--- config.mk ---
export PLATFORM = sky130hd
export DESIGN_NAME = dsc_div
export DESIGN_NICKNAME = d
export VERILOG_FILES = /design/src/rtl/dsc_div.sv
export SDC_FILE = /design/constraint.sdc
export NUM_CORES = 2
export LEC_CHECK = 0
export ABC_AREA = 1
export ABC_CLOCK_PERIOD_IN_PS = 7500
export BUFFER_PORTS_ARGS = -buffer_cell sky130_fd_sc_hd__buf_2
export CAP_MARGIN = 20
export CELL_PAD_IN_SITES_DETAIL_PLACEMENT = 0
export CELL_PAD_IN_SITES_GLOBAL_PLACEMENT = 1
export CORE_UTILIZATION = 44
export DETAILED_ROUTE_END_ITERATION = 10
export PLACE_DENSITY = 0.84
export RECOVER_POWER = 50
export SLEW_MARGIN = 0
export SYNTH_ARGS = -nofsm -noshare
export SYNTH_HDL_FRONTEND = slang
export SYNTH_SLANG_ARGS = --single-unit
--- constraint.sdc ---
create_clock -name clk -period 7.5 [get_ports clk]
set_input_delay 1.5 -clock clk [delete_from_list [all_inputs] [get_ports clk]]
set_output_delay 1.5 -clock clk [all_outputs]
set_load 0.02 [all_outputs]
--- src/rtl/dsc_div.sv ---
`timescale 1ns / 1ps

// Pipelined restoring divider: 32-bit numerator by 16-bit divisor, one
// quotient bit per step, four steps per register stage.
module dsc_div #(
    parameter int SIDE_W = 8
) (
    input  logic              clk,
    input  logic              en,
    input  logic [31:0]       num,
    input  logic [15:0]       den,
    input  logic [SIDE_W-1:0] side_in,
    output logic [31:0]       quo,
    output logic [SIDE_W-1:0] side_out
);

    localparam int STEPS = 4;
    localparam int NREG  = 32 / STEPS;

    logic [31:0]       q_reg   [NREG];
    logic [16:0]       r_reg   [NREG];
    logic [15:0]       d_reg   [NREG];
    logic [SIDE_W-1:0] s_reg   [NREG];

    // STEPS quotient bits: returns {quotient/shift word, partial remainder}
    function automatic logic [48:0] div_steps(input logic [31:0] q_in,
                                              input logic [16:0] r_in,
                                              input logic [15:0] d);
        logic [31:0] q;
        logic [16:0] r;
        logic [17:0] t;
        q = q_in;
        r = r_in;
        for (int k = 0; k < STEPS; k++)
        begin
            t = {r, q[31]};
            q = {q[30:0], 1'b0};
            if (t >= 18'(d))
            begin
                t = t - 18'(d);
                q[0] = 1'b1;
            end
            r = t[16:0];
        end
        return {q, r};
    endfunction

    // stage registers
    always_ff @(posedge clk)
    begin
        logic [48:0] st;
        if (en)
        begin
            st = div_steps(num, 17'd0, den);
            q_reg[0] <= st[48:17];
            r_reg[0] <= st[16:0];
            d_reg[0] <= den;
            s_reg[0] <= side_in;
            for (int g = 1; g < NREG; g++)
            begin
                st = div_steps(q_reg[g-1], r_reg[g-1], d_reg[g-1]);
                q_reg[g] <= st[48:17];
                r_reg[g] <= st[16:0];
                d_reg[g] <= d_reg[g-1];
                s_reg[g] <= s_reg[g-1];
            end
        end
    end

    assign quo      = q_reg[NREG-1];
    assign side_out = s_reg[NREG-1];

endmodule

Word-level counts from Yosys, hierarchy flattened
Memory sizes are Yosys's and may differ from the RTL's.
Cells that the tools add are included.
- magnitude comparators: 32
- bitwise gates (word level): 0
- equal/unequal tests: 0
- mux-type cells: 130
- divide/modulo/power cells: 0
- add/sub/neg operators: 32
- shifts and indexed selects: 0
- reduce and logical (&&, ||, !) cells: 0
- multiply operators: 0
- operator list (kind ; count):
    $mux 17 ; 64
    $ge 18x16->1 ; 31
    $sub 17x16->17 ; 31
    $mux 1 ; 66
    $sub 1x16->17 ; 1
    $ge 1x16->1 ; 1
- memories kept: 4
- latch bits: 0
- memory bits (writable): 584
- input port bits: 58
- output and inout port bits: 40
- memory bits (read-only): 0
- logic and storage cells: 198
- flip-flop bits (word level): 0
- memories (memory ; words ; width ; read ports ; clocked after Yosys merged registers in ; write ports ; RTL line ; source):
    q_reg ; 8 ; 32 ; 8 ; 0 ; 8 ; 20 ; logic [31:0] q_reg [NREG];
    r_reg ; 8 ; 17 ; 7 ; 0 ; 8 ; 21 ; logic [16:0] r_reg [NREG];
    d_reg ; 8 ; 16 ; 7 ; 0 ; 8 ; 22 ; logic [15:0] d_reg [NREG];
    s_reg ; 8 ; 8 ; 8 ; 0 ; 8 ; 23 ; logic [SIDE_W-1:0] s_reg [NREG];

Longest topological paths before layout
An unclocked memory read counts as a cell.
- depth after elaboration: 13
- gate-level depth with buffers: 68
- depth with buffers taken out: 63

Least setup slack after synthesis
OpenSTA, ideal clock, no wires.
- path type: register to register
- from: memory q_reg[3][31], in the netlist q_reg[0][127]
- to: memory r_reg[4][9], data pin
- library setup time: 0.252 ns
- setup slack: -0.436 ns
- clock period less this slack: 7.936 ns
- stages on the path, launching flop included: 66
- arrival: 7.683 ns
- path buffers: 5
- required time: 7.248 ns
- path through: edfxtp_1 -> inv_1 -> ha_1 -> inv_1 -> fa_1 -> nand3_1 -> nand2_1 -> nand2_1 -> nand2_1 -> nand2_1 -> nand2_1 -> nand2_1 -> nand2_1 -> buf_4 -> inv_2 -> buf_2 -> o21ai_0 -> ha_1 -> [... 30 more ...] -> fa_1 -> nand3_1 -> nand2_1 -> nand2_1 -> nand2_1 -> a21oi_1 -> o21ai_0 -> nand3_1 -> nand2_1 -> nand3_1 -> nand2_1 -> nor2_1 -> nand2_1 -> nor2_1 -> nand2_2 -> buf_4 -> nand2_1 -> nand2_1
- RTL lines (element ; RTL line):
    from (decl) ; 20
    to (decl) ; 21

==> results.py <==
metrics = {
    "run_status": {
        "status": "complete, but fails checks",
        "failed_checks": "negative setup slack",
    },
    "critical_path": {
        "regToRegStartpoint": "d_reg[4][9]$_DFFE_PP_",
        "cp_slowest_cell": "sky130_fd_sc_hd__edfxtp_1",
        "path_max_fanout": 8,
        "critical_path.endpoint_type": "register",
        "ff2ff_setup_slack_ps": -330,
        "worstPathRequired_ps": 7910,
        "crit_type": "reg2reg",
        "crit_path_frequent_cell": "sky130_fd_sc_hd__buf_4",
        "critical-path-max-stage-delay_ps": 420,
        "arrival_ps": 8240,
        "worst_setup_path_start_kind": "register",
        "r2r_cells": 62,
        "r2r-end": "r_reg[5][3]$_DFFE_PP_",
    },
    "drt": {
        "m1WireLength_um": 69060,
        "starting_drt_drc_count": 2939,
        "average_detailed_routed_wire_length_per_instance_um": 17.03,
        "highest_layer": "met4",
        "vias_per_cell": 5.160,
        "wl_met2_um": 81080,
        "post-route-drc-count": 0,
        "met3RoutedLength_um": 6864,
        "detail_route.first_pass.iterations": 5,
        "vias": 49570,
        "drt.antenna.violating_nets": 0,
        "total_wire_length_after_detailed_routing_um": 163600,
    },
    "placed_design": {
        "count_of_input_and_output_buffers": 97,
        "gp_congestion": 0.9514,
        "detailed_place_hpwl_um": 119000,
    },
    "synth": {
        "synth.top_cells.by_area": "sky130_fd_sc_hd__edfxtp_1 35%, sky130_fd_sc_hd__nand2_1 14%, sky130_fd_sc_hd__ha_1 13%, sky130_fd_sc_hd__inv_1 5.6%, sky130_fd_sc_hd__a21oi_1 5.0%",
        "mean_instance_size_in_the_synthesized_netlist_um2": 7.829,
        "synth_seq_area_share_pct": 34.80,
        "synth_compound_gate_area_share_pct": 12.77,
        "synth_nets": 6659,
        "yosysTopAreaCell": "sky130_fd_sc_hd__edfxtp_1",
        "adder_and_majority_gate_portion_of_the_synthesized_area_pct": 14.37,
        "post_synth_xor_area_fraction_pct": 6.889,
        "netlist-cell-type-count": 60,
        "synth_simple_gate_area_share_pct": 23.70,
        "syn_area_um2": 47550,
        "synth_top_family_by_area": "simple AND/OR/NAND/NOR gates",
        "synth_mux_area_share_pct": 0,
        "ys.warnings.count": 0,
        "ys_async_sr_fraction_pct": 0,
        "yosys_most_used_dff": "sky130_fd_sc_hd__edfxtp_1",
        "gate_count_after_technology_mapping": 6073,
        "seq_cells_post_synth": 551,
        "count_of_flip_flops_with_a_built_in_enable_after_synthesis": 551,
        "post-synth-top-area-fraction_pct": 34.80,
    },
    "global_routing": {
        "grt_max_degree": 149,
        "grt_use_total_pct": 27.49,
        "via_count_of_the_first_global_routing_pass": 47510,
        "number_of_antenna_violations_at_the_first_check_in_global_routing": 2,
        "global_route_congestion_overflow_total": 0,
        "grt_first_pass_wirelength_um": 240400,
    },
    "finish": {
        "final_core_area_utilization_pct": 68.13,
        "final_common_cell": "sky130_fd_sc_hd__buf_4",
        "fill_cell_instance_count_of_the_final_layout": 8424,
        "largest_reg_flops": 256,
        "nNetsFinal": 8739,
        "area.growth.synth_to_final_pct": 53.40,
        "most-common-layout-cells": "1870 x sky130_fd_sc_hd__buf_4, 1405 x sky130_fd_sc_hd__nand2_1, 613 x sky130_fd_sc_hd__inv_1",
        "layout-drive-gt1-share_pct": 41.12,
    },
    "clock_tree": {
        "clk_pin_slew_ps": 60,
        "ctsRootBufferMaster": "sky130_fd_sc_hd__clkbuf_16",
        "tritoncts": "done",
        "clk_latency_ps": 660,
        "htreeDepth": 3,
        "clock_tree.buffer_depth": 3,
        "cts_hold_fix_bufs": 0,
        "cts_made_buffers": 67,
        "cts.sink_count": 551,
    },
    "flow_run": {
        "max_cap_violations": 0,
    },
    "timing": {
        "timing.final.ws_setup_ps": -328.6,
        "fmaxAchievable_mhz": 127.7,
        "drv_slew": 0,
        "setup_viol_count_final": 34,
        "tightestPinTransition_ps": 1002,
        "max-slew-margin-rel_pct": 33.21,
        "worst_clock_skew_ps": 23.81,
        "timing_hold_violations_final": 0,
        "grt_setup_unrepaired": "true",
        "final_min_period_over_clock_period_pct": 104.4,
        "finalWorstPathRequiredPeriod_ps": 7829,
    },
    "worst_hold_path": {
        "hp-class": "reg2reg",
        "min_delay_path_depth": 0,
        "hold_path.startpoint": "q_reg[1][77]$_DFFE_PP_",
        "timing.hold.worst_endpoint": "q_reg[1][113]$_DFFE_PP_",
    },
    "floorplan": {
        "chipHeight_um": 330.7,
        "initial_utilization_pct": 44.41,
        "placementRows": 120,
        "io_pins": 98,
        "die-area_um2": 109400,
        "die_width_um": 330.7,
        "core_area_um2": 107100,
    },
}
==> per-layer routing <==
| metal | track usage, % | up-vias |
|---|---|---|
| met3 | 2.899 | 373 |
| met1 | 34.41 | 23290 |
| li1 | - | 24700 |
| met2 | 48.67 | 1211 |
| met5 | 0 | - |
| met4 | 10.01 | 0 |
==> worst max-delay path by stage <==
stage                                  startpoint                     end  slack, ps  depth (start not counted)
after CTS                  q_reg[1][31]$_DFFE_PP_   r_reg[5][6]$_DFFE_PP_         -9                         63
after global placement                     den[9]  r_reg[0][14]$_DFFE_PP_       -840                         44
after floorplan           q_reg[0][127]$_DFFE_PP_   r_reg[4][9]$_DFFE_PP_       -0.7                         66
after detailed placement                   den[9]  r_reg[0][14]$_DFFE_PP_       -910                         44
final                       d_reg[4][9]$_DFFE_PP_   r_reg[5][3]$_DFFE_PP_       -330                         62
after global routing        r_reg[3][8]$_DFFE_PP_   r_reg[4][3]$_DFFE_PP_       -590                         56
==> synth_stat cells, types with 16 or more instances <==
cell type                  count
sky130_fd_sc_hd__nand2_2      25
sky130_fd_sc_hd__a21oi_1     477
sky130_fd_sc_hd__a21boi_0     23
sky130_fd_sc_hd__or2_2        22
sky130_fd_sc_hd__fa_1         30
sky130_fd_sc_hd__inv_2        16
sky130_fd_sc_hd__nor4_1       16
sky130_fd_sc_hd__o21ai_1      43
sky130_fd_sc_hd__nand3_1     359
sky130_fd_sc_hd__nor2_1      315
sky130_fd_sc_hd__ha_1        498
sky130_fd_sc_hd__xnor2_1     174
sky130_fd_sc_hd__nor3_1       43
sky130_fd_sc_hd__a21o_1       35
sky130_fd_sc_hd__inv_1       705
sky130_fd_sc_hd__nand2_1    1739
sky130_fd_sc_hd__nand3b_1     30
sky130_fd_sc_hd__o21bai_1     36
sky130_fd_sc_hd__buf_4        61
sky130_fd_sc_hd__nand4_1      45
sky130_fd_sc_hd__nand3_2      18
sky130_fd_sc_hd__o21ai_0     396
sky130_fd_sc_hd__a31oi_1      21
sky130_fd_sc_hd__edfxtp_1    551
sky130_fd_sc_hd__o21a_1       16
sky130_fd_sc_hd__buf_2        39
sky130_fd_sc_hd__xor2_1      200
==> logic make-up (layout without fill, tap and decap cells) <==
group | count (synthesis) | in the layout
XOR/XNOR | 374 | 374
buffers and inverters | 849 | 2964
adder cells (fa/ha/maj) | 528 | 528
flip-flops | 551 | 551
other | 0 | 1
AO/OA/AOI/OAI | 1110 | 1110
AND/OR/NAND/NOR | 2661 | 2676
==> through the flow <==
stage | std cells | hold slack [ps] | instance area (um^2) | TNS [ps] | setup slack [ps]
after floorplan | 6073 | 400.3 | 47650 | -0.6750 | -0.6750
after global placement | 9160 | 400.1 | 62040 | -55170 | -844.2
after detailed placement | 9160 | 404.5 | 62040 | -67330 | -907.3
after CTS | 9404 | 403.6 | 66640 | -9.245 | -9.245
after global routing | 9606 | 413.6 | 72930 | -30110 | -588.9
final | 9607 | 405.0 | 72940 | -6880 | -328.6
==> critical path: cells and delay by family (launching register included) <==
kind                       cells  cell delay, ps
DFF                            1             420
buffers and inverters         26            2960
and+or+nand+nor               25            2280
adders and majority gates      3             660
AOI/OAI and AO/OA              8            1230
==> final cells by class <==
class	instances	area, um^2	share of cell area [%]
multi-input combinational	4688	33340	45.71
sequential	551	16550	22.69
timing repair buffer	2115	16240	22.27
inverter	723	2846	3.903
tap	1403	1755	2.407
clock buffer	81	1729	2.371
clock inverter	38	425.4	0.5833
timing repair inverter	7	53.80	0.07377
antenna	1	2.502	0.003431
==> timing repair <==
item / 4_1_cts / 5_1_grt
setup buffers: 107 / 191
gates cloned: 18 / 18
setup endpoints to repair: 127 / 127
resized for setup: 415 / 1140
pin swaps: 101 / 449
Power is not shown: default switching activity piles up to over one toggle a cycle in this logic, so the estimate is an artifact.
